**src/rtl/core/ccs_pkg.sv**
```systemverilog
// ----------------------------------------------------------------------------
// ccs_pkg
// Shared types and constants for the CAN command segmenter.
// ----------------------------------------------------------------------------
package ccs_pkg;

  localparam int BYTES_PER_FRAME_DEF = 7;
  localparam int FILL_W              = 3;   // payload bytes held, 0..7
  localparam int PKT_W               = 8;

  typedef enum logic [1:0] {
    PH_ADDR    = 2'd0,
    PH_FUNC    = 2'd1,
    PH_PAYLOAD = 2'd2
  } phase_t;

  typedef struct packed {
    logic [7:0] cmd_byte;
    logic       final_byte;
  } ccs_in_t;

  typedef struct packed {
    logic [15:0] frame_id;
    logic [3:0]  frame_length;
    logic [63:0] frame_payload;
    logic        frame_closes_command;
  } ccs_out_t;

endpackage

```
**src/rtl/core/ccs_assembler.sv**
```systemverilog
// ----------------------------------------------------------------------------
// ccs_assembler
// Command byte parser: tracks address/function/payload phase, gathers payload
// bytes and builds the frame that the current byte completes.
// ----------------------------------------------------------------------------
module ccs_assembler
  import ccs_pkg::*;
#(
  parameter int BYTES_PER_FRAME = BYTES_PER_FRAME_DEF
) (
  input  logic     clk,
  input  logic     rst_n,
  input  logic     byte_fire,
  input  ccs_in_t  byte_in,
  output logic     frame_emit,
  output ccs_out_t frame
);

  localparam int IDX_W = (BYTES_PER_FRAME > 1) ? $clog2(BYTES_PER_FRAME) : 1;

  phase_t             phase_r;
  logic [7:0]         addr_r;
  logic [7:0]         func_r;
  logic [FILL_W-1:0]  fill_r;
  logic [PKT_W-1:0]   pkt_r;
  logic [7:0]         store_r [BYTES_PER_FRAME];

  logic [FILL_W-1:0]  fill_inc;
  logic               group_full;
  logic               in_payload;
  logic [IDX_W-1:0]   wr_idx;

  assign fill_inc   = fill_r + FILL_W'(1);
  assign group_full = (fill_inc >= FILL_W'(BYTES_PER_FRAME));
  assign in_payload = (phase_r != PH_ADDR) && (phase_r != PH_FUNC);
  assign wr_idx     = fill_r[IDX_W-1:0];
  assign frame_emit = in_payload && (byte_in.final_byte || group_full);

  // Frame seen as if the incoming byte were already stored.
  always_comb begin
    frame = '0;
    frame.frame_id             = {addr_r, pkt_r};
    frame.frame_length         = {1'b0, fill_inc} + 4'd1;
    frame.frame_closes_command = byte_in.final_byte;
    frame.frame_payload[7:0]   = func_r;
    for (int n = 0; n < BYTES_PER_FRAME; n++) begin
      if (FILL_W'(n) < fill_r) begin
        frame.frame_payload[8*(n+1) +: 8] = store_r[n];
      end else if (FILL_W'(n) == fill_r) begin
        frame.frame_payload[8*(n+1) +: 8] = byte_in.cmd_byte;
      end
    end
  end

  always_ff @(posedge clk) begin
    if (!rst_n) begin
      phase_r <= PH_ADDR;
      addr_r  <= '0;
      func_r  <= '0;
      fill_r  <= '0;
      pkt_r   <= '0;
    end else if (byte_fire) begin
      case (phase_r)
        PH_ADDR: begin
          addr_r  <= byte_in.cmd_byte;
          fill_r  <= '0;
          pkt_r   <= '0;
          phase_r <= byte_in.final_byte ? PH_ADDR : PH_FUNC;
        end
        PH_FUNC: begin
          func_r <= byte_in.cmd_byte;
          if (byte_in.final_byte) begin
            // short command: drop it
            phase_r <= PH_ADDR;
            fill_r  <= '0;
            pkt_r   <= '0;
          end else begin
            phase_r <= PH_PAYLOAD;
          end
        end
        default: begin
          if (byte_in.final_byte) begin
            phase_r <= PH_ADDR;
            fill_r  <= '0;
            pkt_r   <= '0;
          end else if (group_full) begin
            fill_r <= '0;
            pkt_r  <= pkt_r + PKT_W'(1);
          end else begin
            fill_r <= fill_inc;
          end
        end
      endcase
    end
  end

  always_ff @(posedge clk) begin
    if (byte_fire && in_payload) begin
      store_r[wr_idx] <= byte_in.cmd_byte;
    end
  end

endmodule

```
**src/rtl/core/can_command_segmenter.sv**
```systemverilog
// ----------------------------------------------------------------------------
// can_command_segmenter
// Splits a byte-serial command into extended-id CAN frames of up to
// BYTES_PER_FRAME payload bytes plus the function code.
// ----------------------------------------------------------------------------
//   channel  | ports                       | moves
//   ---------+-----------------------------+------------------------------
//   input    | in_valid in_ready in_data   | one command byte + last mark
//   output   | out_valid out_ready out_data| one frame
//
// One byte per cycle while in_ready is high; a completed frame is registered
// into the output register, or the skid entry if that is held. The output
// is a two-entry buffer, so in_ready drops only when both entries are full.
// Synchronous active-low reset returns the parser to expecting an address
// and empties the output buffer.
// ----------------------------------------------------------------------------
module can_command_segmenter
  import ccs_pkg::*;
#(
  parameter int BYTES_PER_FRAME = BYTES_PER_FRAME_DEF
) (
  input  logic     clk,
  input  logic     rst_n,
  input  logic     in_valid,
  output logic     in_ready,
  input  ccs_in_t  in_data,
  output logic     out_valid,
  input  logic     out_ready,
  output ccs_out_t out_data
);

  logic     in_fire;
  logic     out_fire;
  logic     frame_emit;
  ccs_out_t frame;
  logic     push;

  logic     out_valid_r;
  ccs_out_t out_data_r;
  logic     skid_valid_r;
  ccs_out_t skid_data_r;

  assign in_ready  = !skid_valid_r;
  assign in_fire   = in_valid && in_ready;
  assign out_valid = out_valid_r;
  assign out_data  = out_data_r;
  assign out_fire  = out_valid_r && out_ready;
  assign push      = in_fire && frame_emit;

  ccs_assembler #(
    .BYTES_PER_FRAME (BYTES_PER_FRAME)
  ) u_assembler (
    .clk        (clk),
    .rst_n      (rst_n),
    .byte_fire  (in_fire),
    .byte_in    (in_data),
    .frame_emit (frame_emit),
    .frame      (frame)
  );

  always_ff @(posedge clk) begin
    if (!rst_n) begin
      out_valid_r  <= 1'b0;
      skid_valid_r <= 1'b0;
    end else if (skid_valid_r) begin
      // no push possible while the skid entry is occupied
      if (out_fire) begin
        skid_valid_r <= 1'b0;
      end
    end else if (push) begin
      if (!out_valid_r || out_fire) begin
        out_valid_r <= 1'b1;
      end else begin
        skid_valid_r <= 1'b1;
      end
    end else if (out_fire) begin
      out_valid_r <= 1'b0;
    end
  end

  always_ff @(posedge clk) begin
    if (skid_valid_r) begin
      if (out_fire) begin
        out_data_r <= skid_data_r;
      end
    end else if (push) begin
      if (!out_valid_r || out_fire) begin
        out_data_r <= frame;
      end else begin
        skid_data_r <= frame;
      end
    end
  end

endmodule

```
**config.mk**
```make
export PLATFORM = sky130hd
export DESIGN_NAME = can_command_segmenter
export DESIGN_NICKNAME = d
export VERILOG_FILES = /design/src/rtl/core/ccs_pkg.sv /design/src/rtl/core/ccs_assembler.sv /design/src/rtl/core/can_command_segmenter.sv
export SDC_FILE = /design/constraint.sdc
export NUM_CORES = 1
export LEC_CHECK = 0
export ABC_CLOCK_PERIOD_IN_PS = 10000
export BUFFER_PORTS_ARGS = -buffer_cell sky130_fd_sc_hd__buf_2
export CAP_MARGIN = 10
export CORE_MARGIN = 2
export CORE_UTILIZATION = 46
export DETAILED_ROUTE_END_ITERATION = 12
export SYNTH_ARGS = -nofsm -noshare
export SYNTH_HDL_FRONTEND = slang
export SYNTH_SLANG_ARGS = --single-unit
```
**constraint.sdc**
```tcl
create_clock -name clk -period 10 [get_ports clk]
set_input_delay 0.5 -clock clk [delete_from_list [all_inputs] [get_ports clk]]
set_output_delay 0.5 -clock clk [all_outputs]
set_load 0.02 [all_outputs]
```
==> results of run 1 <==
-- logic make-up after synthesis --
kind of cell / synth area share
flip-flops: 0.728
AND/OR/NAND/NOR: 0.0796
multiplexers: 0.0997
AO/OA/AOI/OAI: 0.0609
buffers and inverters: 0.0217
adder cells (fa/ha/maj): 0.00615
XOR/XNOR: 0.00357
-- path summary, 6_finish.rpt --
path	to	slack, ns	from
worst max register to register	out_data[55]	6.44	u_assembler.fill_r[0]
worst min register to register	skid_data_r[84]	0.46	u_assembler.addr_r[7]
worst max-delay path	out_data[55]	6.44	u_assembler.fill_r[0]
worst min-delay path	skid_data_r[0]	0.29	in_data[0]
-- registers in the layout, summed over array words and instances, names as in the netlist --
signal,count
out_valid,1
skid_data_r,85
u_assembler.addr_r,8
u_assembler.pkt_r,8
out_data,85
u_assembler.fill_r,3
u_assembler.phase_r,2
u_assembler.store_r,56
skid_valid_r,1
u_assembler.func_r,8
-- synth_stat cells (5+ instances only) --
cell type,instances
nor2_1,6
nand3_1,13
o31ai_1,5
a22o_1,24
mux2i_1,9
dfxtp_1,31
ha_1,5
nand2_1,97
mux2_2,82
o21ai_1,23
buf_2,11
nor2b_1,15
o21ai_0,9
clkbuf_1,26
a21oi_1,9
a21boi_0,9
or4_1,5
edfxtp_1,226
-- per-layer routing --
metal	GRT usage	wire length, um
met1	0.227	8890
met2	0.269	9100
met3	0.0321	891
met4	0.0494	449
met5	0	0
-- worst max-delay path, stage by stage (launching register included) --
cell and delay, ns:
dfxtp_1 0.78, ha_1 0.41, xor2_4 0.24, ha_1 0.20
or2_1 0.21, a21o_2 0.13, nand3_1 0.14, a22oi_2 0.17
buf_4 0.85
-- through the flow --
step	area [um2]	total power, W	instances
after floorplan	10200	0.00122	662
after global routing	11600	0.00217	1049
after CTS	11600	0.00212	1049
final	11600	0.00210	1050
after global placement	10900	0.00123	1004
after detailed placement	10900	0.00124	1004
-- power breakdown --
| part | switching (W) | leakage [nW] | internal, W |
|---|---|---|---|
| logic | 0.0000315 | 1.46 | 0.0000142 |
| registers | 0.00000419 | 2.30 | 0.00116 |
| clock network | 0.000372 | 0.371 | 0.000510 |
-- area by class of cell --
type / instances / area [um2] / area share
sequential: 257 / 7410 / 0.637
multi-input combinational: 356 / 2550 / 0.219
clock buffer: 33 / 656 / 0.0563
timing repair buffer: 106 / 548 / 0.0471
tap: 280 / 350 / 0.0301
clock inverter: 12 / 103 / 0.00882
inverter: 5 / 18.8 / 0.00161
antenna: 1 / 2.50 / 0.000215
-- placed cells by master (no fill, tap or decap), types with 2 or more instances in the layout --
cell and count:
edfxtp_1 226, buf_4 7, mux2_2 82, a21oi_1 9, nand4_1 3, and2_1 3, clkbuf_1 8, o31ai_1 5
clkinv_1 6, and3_1 4, or4_1 5, a22o_1 24, a21boi_0 9, clkbuf_16 25, buf_2 99, inv_1 4
o21ai_1 23, nand2b_1 2, dfxtp_1 31, nor3_1 2, nor3b_1 2, nand3_1 13, ha_1 5, clkinv_2 4
nor3_2 2, nand3b_1 2, mux2i_1 9, nor2b_1 15, or2_1 2, nor2_1 6, bufinv_16 2, o21ai_0 9
nand2_1 97, or3_1 2, o211ai_1 2
==> impl_table.tex, run 1 <==
\begin{tabular}{lr}
\hline
Metric & Value \\
\hline
\multicolumn{2}{l}{\textbf{Worst hold path}} \\
\quad Path category of the worst min-delay check & input pin to flip-flop \\
\quad Worst hold path cell count & 1 \\
\multicolumn{2}{l}{\textbf{Die}} \\
\quad Std cell rows & 54 \\
\quad Total die area & 23,300 um2 \\
\quad Placeable core region & 21,800 um2 \\
\quad Die width & between 150 and 200 um \\
\quad Ports placed on the boundary & 100 \\
\quad Starting density of the core & 0.467 \\
\quad DIE HEIGHT & about 150 um \\
\multicolumn{2}{l}{\textbf{Place}} \\
\quad Final estimated routing congestion in global placement & about 0.78 \\
\quad Minimum setup slack after placement & 6.42 ns \\
\quad Buffers on Ports & slightly below 100 \\
\quad DP Wirelength & around 12,000 um \\
\multicolumn{2}{l}{\textbf{Critical path}} \\
\quad Data required time of the worst path & between 10 and 15 ns \\
\quad Worst R2R Path Depth & 8 \\
\quad Worst setup path category & flip-flop to flip-flop \\
\quad Capturing element type of the critical path & flip-flop \\
\quad Startpoint type of the worst setup path & flip-flop \\
\quad Worst Path Arrival & around 3.7 ns \\
\quad CP Max Fanout & 85 \\
\multicolumn{2}{l}{\textbf{Global route}} \\
\quad GRT Overall Usage & 0.165 \\
\quad Global-route wire length before repair & a little over 30,000 um \\
\quad Sum of overflow across all layers after global routing & 0 \\
\quad Number of antenna violations at the first check in global routing & 1 \\
\quad Number of global-route vias before repair & approximately 5,600 \\
\quad Largest net degree at the start of global routing & between 80 and 90 \\
\multicolumn{2}{l}{\textbf{Clock network}} \\
\quad CTS tree & yes \\
\quad \# resized after CTS & 0 \\
\quad Maximum count of clock buffers along a single path & 3 \\
\quad Number of buffers inserted during clock tree synthesis & 25 \\
\quad Post-CTS setup buffer count & 0 \\
\quad CTS clk-pin slew, worst paths & approximately 0.060 ns \\
\quad Cell at the root of the clock tree & clkbuf\_16 \\
\quad Hold buffer count at cts & 0 \\
\quad Clock latency reported for the late side of the worst-skew pair & 0.51 ns \\
\quad Deepest level of the CTS H-tree & 1 \\
\quad Clock tree sinks & approximately 260 \\
\multicolumn{2}{l}{\textbf{Route}} \\
\quad Post-detailed-route via-to-cell ratio & roughly 5.3 \\
\quad DRT antenna net count & 0 \\
\quad Initial detailed-routing violation count & 280 \\
\quad Count of unresolved DRC violations after routing & 0 \\
\quad Routed WL per cell & 18.4 um \\
\quad Via count & between 5,000 and 6,000 \\
\quad 1st-pass router iterations & 4 \\
\quad Wire length reported by the detailed router & 19,300 um \\
\multicolumn{2}{l}{\textbf{Synthesis}} \\
\quad Synth Area per Inst & around 15 um2 \\
\quad Synthesized instance count & about 660 \\
\quad Synthesized area & 10,200 um2 \\
\quad Count of yosys warnings during synthesis & 0 \\
\quad Cell type contributing the most total cell area after synthesis & edfxtp\_1 \\
\quad Distinct cell type count after synthesis & about 50 \\
\quad Register bit count reported by yosys & between 200 and 300 \\
\quad Sequential-to-total area share from yosys stat & 0.728 \\
\quad Post-synth ARST share & 0 \\
\quad Dominant register cell in the synthesized netlist & edfxtp\_1 \\
\quad Main area contributors after synthesis & edfxtp\_1 67\%, mux2\_2 9.1\%, dfxtp\_1 6.1\% \\
\quad Net count after synthesis & between 600 and 700 \\
\quad Top-area cell type share of the netlist area & 0.667 \\
\quad Number of enable-type register cells in the synthesized netlist & approximately 230 \\
\multicolumn{2}{l}{\textbf{Cells and area}} \\
\quad Synth-to-Final Area Change & 14.4\% \\
\quad Filler cell count in the final layout & around 1,800 \\
\quad Ratio of cells with drive above 1 in the final layout & 0.299 \\
\quad Fin util & 0.535 \\
\quad NumNets Final & around 770 \\
\multicolumn{2}{l}{\textbf{STA}} \\
\quad Min Hold Slack & between 0.2 and 0.3 ns \\
\quad Max-slew violation total from the final report & 0 \\
\quad Final worst clock skew & around 0.013 ns \\
\quad Setup TNS & 0 ns \\
\quad Share of the clock period used by the worst path after layout & 0.356 \\
\quad Hold violation total from the final report & 0 \\
\quad Setup-failing EPs final & 0 \\
\quad Achievable Freq & between 0.2 and 0.3 GHz \\
\quad Actual transition at the worst max-transition pin & between 1 and 1.5 ns \\
\quad Fin crit period & between 3 and 4 ns \\
\quad Worst slew margin relative to its limit & 0.216 \\
\quad Unrepaired setup endpoints after global routing & no \\
\quad Worst Setup Slack, final & 6.44 ns \\
\multicolumn{2}{l}{\textbf{Run status}} \\
\quad Status & complete, no violations \\
\multicolumn{2}{l}{\textbf{Pwr}} \\
\quad Total power density per cell area & approximately 180 nW/um2 \\
\quad Worst IR Drop VDD & approximately 0.00011 V \\
\quad Reported leakage power & between 4 and 5 nW \\
\multicolumn{2}{l}{\textbf{Flow run}} \\
\quad Maximum capacitance violations & 0 \\
\hline
\end{tabular}
Note: power is estimated with default switching activity, not from simulation.
==> run 2, diff against run 1 <==
ABC_CLOCK_PERIOD_IN_PS = 3000   (was 10000)
PLACE_DENSITY = 0.67   (was not set)
clock period = 3 ns   (was 10 ns; I/O delays follow)
==> run 2 against run 1 <==
Compared with the run above:
- sequential cell count did not move
- setup slack worse by 5.9 ns
- cell count increased by 1.0%
- clock skew grew 0.0052 ns
- combinational power grew to 3.5 times the previous value
==> impl_table.tex, run 2 (synthesis results as in run 1) <==
\begin{tabular}{lr}
\hline
Metric & Value \\
\hline
\multicolumn{2}{l}{\textbf{Clock network}} \\
\quad Clock tree sinks & roughly 260 \\
\quad Hold buffer count at cts & 2 \\
\quad Maximum count of clock buffers along a single path & 3 \\
\quad \# resized after CTS & 0 \\
\quad Clock latency reported for the late side of the worst-skew pair & between 0.5 and 0.6 ns \\
\quad CTS clk-pin slew, worst paths & about 0.06 ns \\
\quad Deepest level of the CTS H-tree & 1 \\
\quad Cell at the root of the clock tree & clkbuf\_16 \\
\quad Post-CTS setup buffer count & 0 \\
\quad Number of buffers inserted during clock tree synthesis & 26 \\
\quad CTS tree & yes \\
\multicolumn{2}{l}{\textbf{Cells and area}} \\
\quad Filler cell count in the final layout & $\sim$1,700 \\
\quad Synth-to-Final Area Change & 17.2\% \\
\quad NumNets Final & 779 \\
\quad Antenna diode count & 0 \\
\quad Ratio of cells with drive above 1 in the final layout & 0.324 \\
\quad Most frequent standard cell in the layout excluding fill and tap cells & edfxtp\_1 \\
\quad Non-filler instance count after layout & around 1,100 \\
\quad Most frequent cells in the layout & 226 x edfxtp\_1, 99 x buf\_2, 97 x nand2\_1 \\
\multicolumn{2}{l}{\textbf{Pwr}} \\
\quad Fraction of power consumed by combinational cells & 0.022 \\
\quad Total power density per cell area & about 610 nW/um2 \\
\quad Clock network fraction of total power & 0.440 \\
\quad Reported leakage power & between 4 and 5 nW \\
\quad Proportion of power drawn by flip-flops and latches & 0.538 \\
\quad Worst IR Drop VDD & $\sim$0.00035 V \\
\quad Internal power component & about 0.006 W \\
\quad Fraction of power spent switching nets & 0.193 \\
\quad Sw power & $\sim$0.0014 W \\
\multicolumn{2}{l}{\textbf{Place}} \\
\quad DP Wirelength & 12,300 um \\
\quad Buffers on Ports & roughly 100 \\
\quad Dpl cells & 1,011 \\
\quad Minimum setup slack after placement & 0.560 ns \\
\quad Final estimated routing congestion in global placement & 0.770 \\
\multicolumn{2}{l}{\textbf{Flow run}} \\
\quad Maximum capacitance violations & 0 \\
\multicolumn{2}{l}{\textbf{Global route}} \\
\quad Global-route wire length before repair & 31,000 um \\
\quad Number of antenna violations at the first check in global routing & 0 \\
\quad Largest net degree at the start of global routing & 62 \\
\quad GRT Overall Usage & 0.165 \\
\quad Sum of overflow across all layers after global routing & 0 \\
\quad Number of global-route vias before repair & 5,700 \\
\multicolumn{2}{l}{\textbf{Route}} \\
\quad Initial detailed-routing violation count & between 400 and 500 \\
\quad 1st-pass router iterations & 5 \\
\quad DRT antenna net count & 0 \\
\quad Post-detailed-route via-to-cell ratio & approximately 5.4 \\
\quad Routed WL per cell & approximately 19 um \\
\quad Via count & 5,727 \\
\quad Wire length reported by the detailed router & 19,700 um \\
\quad Count of unresolved DRC violations after routing & 0 \\
\multicolumn{2}{l}{\textbf{STA}} \\
\quad Final worst clock skew & 0.0184 ns \\
\quad Hold violation total from the final report & 0 \\
\quad Actual transition at the worst max-transition pin & 0.732 ns \\
\quad Unrepaired setup endpoints after global routing & no \\
\quad Worst slew margin relative to its limit & 0.511 \\
\quad Max-slew violation total from the final report & 0 \\
\quad Setup-failing EPs final & 0 \\
\quad Fin crit period & $\sim$2.5 ns \\
\quad Worst Setup Slack, final & around 0.53 ns \\
\quad Share of the clock period used by the worst path after layout & 0.824 \\
\quad Achievable Freq & between 0.4 and 0.5 GHz \\
\multicolumn{2}{l}{\textbf{Die}} \\
\quad Die width & approximately 150 um \\
\quad Placeable core region & between 20,000 and 25,000 um2 \\
\quad Ports placed on the boundary & 100 \\
\quad Std cell rows & 54 \\
\quad Total die area & approximately 23,000 um2 \\
\quad DIE HEIGHT & $\sim$150 um \\
\quad Starting density of the core & 0.467 \\
\multicolumn{2}{l}{\textbf{Worst hold path}} \\
\quad Path category of the worst min-delay check & input pin to flip-flop \\
\multicolumn{2}{l}{\textbf{Critical path}} \\
\quad Data required time of the worst path & between 3 and 4 ns \\
\quad Worst setup path category & flip-flop to flip-flop \\
\quad Worst Path Arrival & $\sim$2.6 ns \\
\quad Startpoint type of the worst setup path & flip-flop \\
\quad Capturing element type of the critical path & flip-flop \\
\quad CP Max Fanout & 24 \\
\multicolumn{2}{l}{\textbf{Run status}} \\
\quad Status & complete, no violations \\
\hline
\end{tabular}
==> run 2: cell count changes in the layout (fill, tap and decap cells not counted), moves of 3 or more <==
cell	previous run	this run
buf_4	7	10
buf_12	0	4
clkbuf_1	8	4
clkbuf_16	25	28
==> run 2: per-stage QoR <==
stage	util	total power [W]	setup TNS, ns	hold slack [ns]	cell area, um2
finish	0.548	0.00724	0	0.0829	11900
global route	0.548	0.00744	0	0.0772	11900
CTS	0.548	0.00730	0	0.0628	11900
floorplan	-	0.00406	-169.16	0.249	10200
global placement	0.507	0.00412	0	0.439	11000
detailed placement	0.507	0.00413	0	0.444	11000
==> run 2: final timing paths <==
| kind | from | end | slack (ns) | cells past startpoint |
|---|---|---|---|---|
| max | u_assembler.fill_r[1] | skid_data_r[8] | 0.53 | 8 |
| min | in_data[2] | u_assembler.store_r[5][1] | 0.08 | 1 |
| max reg2reg | u_assembler.fill_r[1] | skid_data_r[8] | 0.53 | 8 |
| min reg2reg | u_assembler.addr_r[0] | skid_data_r[77] | 0.46 | 0 |
==> run 2: worst max-delay path, stage by stage, from the launching register on <==
cell and delay (ns):
dfxtp_2 0.47, ha_4 0.22, xor2_4 0.23, ha_1 0.19, or2_4 0.15, a21o_4 0.11
nand3_4 0.09, nor3b_4 0.27, buf_4 0.38
==> run 2: cell type report <==
| type | count | area, um2 | share of cell area |
|---|---|---|---|
| tap | 280 | 350 | 0.0294 |
| clock buffer | 34 | 743 | 0.0624 |
| multi-input combinational | 356 | 2610 | 0.219 |
| inverter | 5 | 21.3 | 0.00178 |
| sequential | 257 | 7410 | 0.622 |
| clock inverter | 14 | 116 | 0.00976 |
| timing repair buffer | 115 | 671 | 0.0563 |
==> run 2: power by group through the flow <==
stage | clock network [W] | logic, W | registers, W
2_1_floorplan | 0 | 0.0000913 | 0.00397
3_3_place_gp | 0 | 0.000152 | 0.00397
3_5_place_dp | 0 | 0.000158 | 0.00397
4_1_cts | 0.00325 | 0.000161 | 0.00389
5_1_grt | 0.00337 | 0.000175 | 0.00389
6_report | 0.00319 | 0.000160 | 0.00389
==> run 2: metal layers <==
metal / track usage / part of all wire
met5: 0 / 0
met1: 0.225 / 0.45
met2: 0.269 / 0.47
met3: 0.0304 / 0.060
met4: 0.0556 / 0.021
==> run 3, diff against run 2 <==
ABC_CLOCK_PERIOD_IN_PS = 2000   (was 3000)
clock period = 2 ns   (was 3 ns; I/O delays follow)
==> run 3 against run 2 <==
Compared with the run above:
- the flow now finishes with violations (setup timing)
- global-route usage increased by 1.0 points
- clock power increased by 63%
- critical endpoint is now skid_data_r[61]
- via count increased by 4.5%
- setup slack got worse by 0.73 ns
- utilization increased by 4.4 points
- clock skew about the same
- sequential cell count unchanged
- sequential share of layout area decreased by 4.6 points
- combinational power increased by 76%
- sequential power increased by 50%
==> impl_table.tex, run 3 (synthesis results as in run 1) <==
\begin{tabular}{lr}
\hline
Metric & Value \\
\hline
\multicolumn{2}{l}{\textbf{Run status}} \\
\quad Status & complete, but fails checks \\
\quad Failing checks & setup timing \\
\multicolumn{2}{l}{\textbf{STA}} \\
\quad Hold violation total from the final report & 0 \\
\quad Final worst clock skew & 0.0188 ns \\
\quad Achievable Freq & 0.455 GHz \\
\quad Unrepaired setup endpoints after global routing & yes \\
\quad Worst slew margin relative to its limit & 0.574 \\
\quad Setup-failing EPs final & between 150 and 200 \\
\quad Worst Setup Slack, final & -0.199 ns \\
\quad Actual transition at the worst max-transition pin & around 0.64 ns \\
\quad Max-slew violation total from the final report & 0 \\
\quad Min Hold Slack & approximately 0.026 ns \\
\quad Fin crit period & 2.20 ns \\
\quad Share of the clock period used by the worst path after layout & 1.10 \\
\multicolumn{2}{l}{\textbf{Pwr}} \\
\quad Fraction of power consumed by combinational cells & 0.025 \\
\quad Total power density per cell area & around 880 nW/um2 \\
\quad Worst IR Drop VDD & $\sim$0.00062 V \\
\quad Fraction of power spent switching nets & 0.189 \\
\quad Internal power component & 0.00917 W \\
\quad Sw power & between 0.002 and 0.0025 W \\
\quad Reported leakage power & around 4.7 nW \\
\quad Proportion of power drawn by flip-flops and latches & 0.516 \\
\quad Clock network fraction of total power & 0.459 \\
\multicolumn{2}{l}{\textbf{Worst hold path}} \\
\quad Path category of the worst min-delay check & input pin to flip-flop \\
\quad Worst hold path cell count & 1 \\
\quad Startpoint of the lowest-slack hold path & in\_data[1] \\
\quad Capture endpoint of the worst hold path & u\_assembler.store\_r[6][0] \\
\multicolumn{2}{l}{\textbf{Route}} \\
\quad Post-detailed-route via-to-cell ratio & 5.37 \\
\quad Via count & between 5,000 and 6,000 \\
\quad Count of unresolved DRC violations after routing & 0 \\
\quad 1st-pass router iterations & 5 \\
\quad DRT antenna net count & 0 \\
\quad Initial detailed-routing violation count & around 400 \\
\quad Wire length reported by the detailed router & about 22,000 um \\
\quad Routed WL per cell & roughly 19 um \\
\multicolumn{2}{l}{\textbf{Place}} \\
\quad Final estimated routing congestion in global placement & a little under 0.8 \\
\quad DP Wirelength & between 10,000 and 15,000 um \\
\quad Buffers on Ports & 99 \\
\quad Dpl cells & between 1,000 and 1,500 \\
\multicolumn{2}{l}{\textbf{Flow run}} \\
\quad Maximum capacitance violations & 0 \\
\multicolumn{2}{l}{\textbf{Cells and area}} \\
\quad Multi-input combinational cell area & $\sim$2700 um2 \\
\quad Most frequent cells in the layout & 226 x edfxtp\_1, 99 x buf\_2, 96 x nand2\_1 \\
\quad Antenna diode count & 0 \\
\quad Ratio of cells with drive above 1 in the final layout & 0.393 \\
\quad Most frequent standard cell in the layout excluding fill and tap cells & edfxtp\_1 \\
\quad Filler cell count in the final layout & roughly 1,700 \\
\quad NumNets Final & between 800 and 900 \\
\quad Non-filler instance count after layout & about 1,100 \\
\quad Storage cell area & between 7000 and 8000 um2 \\
\quad Synth-to-Final Area Change & 26.5\% \\
\quad Fin util & 0.591 \\
\multicolumn{2}{l}{\textbf{Global route}} \\
\quad Sum of overflow across all layers after global routing & 0 \\
\quad Number of antenna violations at the first check in global routing & 0 \\
\quad Number of global-route vias before repair & between 5,000 and 6,000 \\
\quad GRT Overall Usage & 0.175 \\
\quad Largest net degree at the start of global routing & 33 \\
\quad Global-route wire length before repair & roughly 33,000 um \\
\multicolumn{2}{l}{\textbf{Die}} \\
\quad DIE HEIGHT & approximately 150 um \\
\quad Die width & between 150 and 200 um \\
\quad Placeable core region & roughly 22,000 um2 \\
\quad Std cell rows & 54 \\
\quad Total die area & between 20,000 and 25,000 um2 \\
\quad Ports placed on the boundary & 100 \\
\quad Starting density of the core & 0.467 \\
\multicolumn{2}{l}{\textbf{Clock network}} \\
\quad Number of buffers inserted during clock tree synthesis & 25 \\
\quad Maximum count of clock buffers along a single path & 3 \\
\quad CTS clk-pin slew, worst paths & 0.07 ns \\
\quad Clock tree sinks & around 260 \\
\quad Clock latency reported for the late side of the worst-skew pair & roughly 0.52 ns \\
\quad CTS tree & yes \\
\quad Deepest level of the CTS H-tree & 1 \\
\quad Cell at the root of the clock tree & clkbuf\_16 \\
\multicolumn{2}{l}{\textbf{Critical path}} \\
\quad Worst R2R Path Depth & 10 \\
\quad Critical path's slowest cell & dfxtp\_4 \\
\quad Bufs and invs on worst path & 3 \\
\quad Data required time of the worst path & between 2 and 2.5 ns \\
\quad Stage delay of the slowest cell on the critical path & around 0.38 ns \\
\quad Worst Path Arrival & roughly 2.4 ns \\
\quad Worst setup path category & flip-flop to flip-flop \\
\quad Crit path max-delay family & simple AND/OR/NAND/NOR gates \\
\quad Register-to-Register Setup Slack & -0.20 ns \\
\quad Chain of cells forming the critical path & ha\_4 -> xor2\_4 -> ha\_2 -> or2\_4 -> a21o\_4 -> nand3\_4 -> nor3b\_4 -> buf\_6 -> buf\_12 -> buf\_16 \\
\quad Worst flop-to-flop path endpoint & skid\_data\_r[61] \\
\quad Capturing element type of the critical path & flip-flop \\
\quad Startpoint of the worst register-to-register path & u\_assembler.fill\_r[0] \\
\quad Startpoint type of the worst setup path & flip-flop \\
\quad CP Max Fanout & 12 \\
\hline
\end{tabular}
## run 3: changes by cell type in the layout (fill, tap and decap cells not counted), moves of 3 or more
cell and delta:
clkbuf_16 +7, bufinv_16 +5, or4_4 +4, or4_1 -4, buf_4 +25, a21oi_2 +3
clkinv_1 -4, a21oi_1 -3, buf_6 +6, buf_16 +6, buf_12 +7
## run 3: what timing repair did
action                     4_1_cts  5_1_grt
resized for setup               12       25
setup endpoints to repair      178      190
cloned                           7       11
hold buffers                     2        0
setup buffers                    7        4
pin swaps                        3       16
hold endpoints to repair         4        0
## run 3: metrics by stage
step	setup slack [ns]	TNS (ns)	power (W)	cell area, um2
floorplan	-2.13	-339.16	0.00610	10300
global placement	-0.0977	-9.14	0.00619	11300
detailed placement	-0.191	-22.67	0.00620	11300
CTS	-0.184	-18.86	0.0114	12500
global route	-0.275	-40.62	0.0116	12900
finish	-0.199	-26.12	0.0113	12900
## run 3: worst max path at each step
stage / from / to / slack [ns] / cells past startpoint
global placement: u_assembler.fill_r[1] / out_data[23] / -0.1 / 8
finish: u_assembler.fill_r[0] / skid_data_r[61] / -0.20 / 10
detailed placement: u_assembler.fill_r[1] / out_data[21] / -0.19 / 8
global route: u_assembler.fill_r[0] / skid_data_r[58] / -0.27 / 10
floorplan: u_assembler.fill_r[1] / out_data[0] / -2.13 / 7
CTS: u_assembler.fill_r[1] / out_data[58] / -0.18 / 10
## run 3: final cells by class
class	count	area share
inverter	5	0.00165
multi-input combinational	356	0.207
sequential	257	0.576
clock buffer	30	0.0509
clock inverter	16	0.0205
tap	280	0.0272
timing repair buffer	170	0.116
## run 3: per-layer routing
layer | routed length (um) | GRT usage | vias up
met1 | 9220 | 0.233 | 2960
li1 | - | - | 2795
met2 | 10700 | 0.294 | 185
met4 | 585 | 0.0582 | 0
met3 | 1120 | 0.0324 | 46
met5 | 0 | 0 | -
## run 3: power groups by stage
stage | Sequential (W) | Combinational [W] | Clock, W
4_1_cts | 0.00584 | 0.000269 | 0.00527
2_1_floorplan | 0.00596 | 0.000137 | 0
6_report | 0.00583 | 0.000281 | 0.00519
5_1_grt | 0.00583 | 0.000304 | 0.00550
3_5_place_dp | 0.00595 | 0.000250 | 0
3_3_place_gp | 0.00595 | 0.000242 | 0
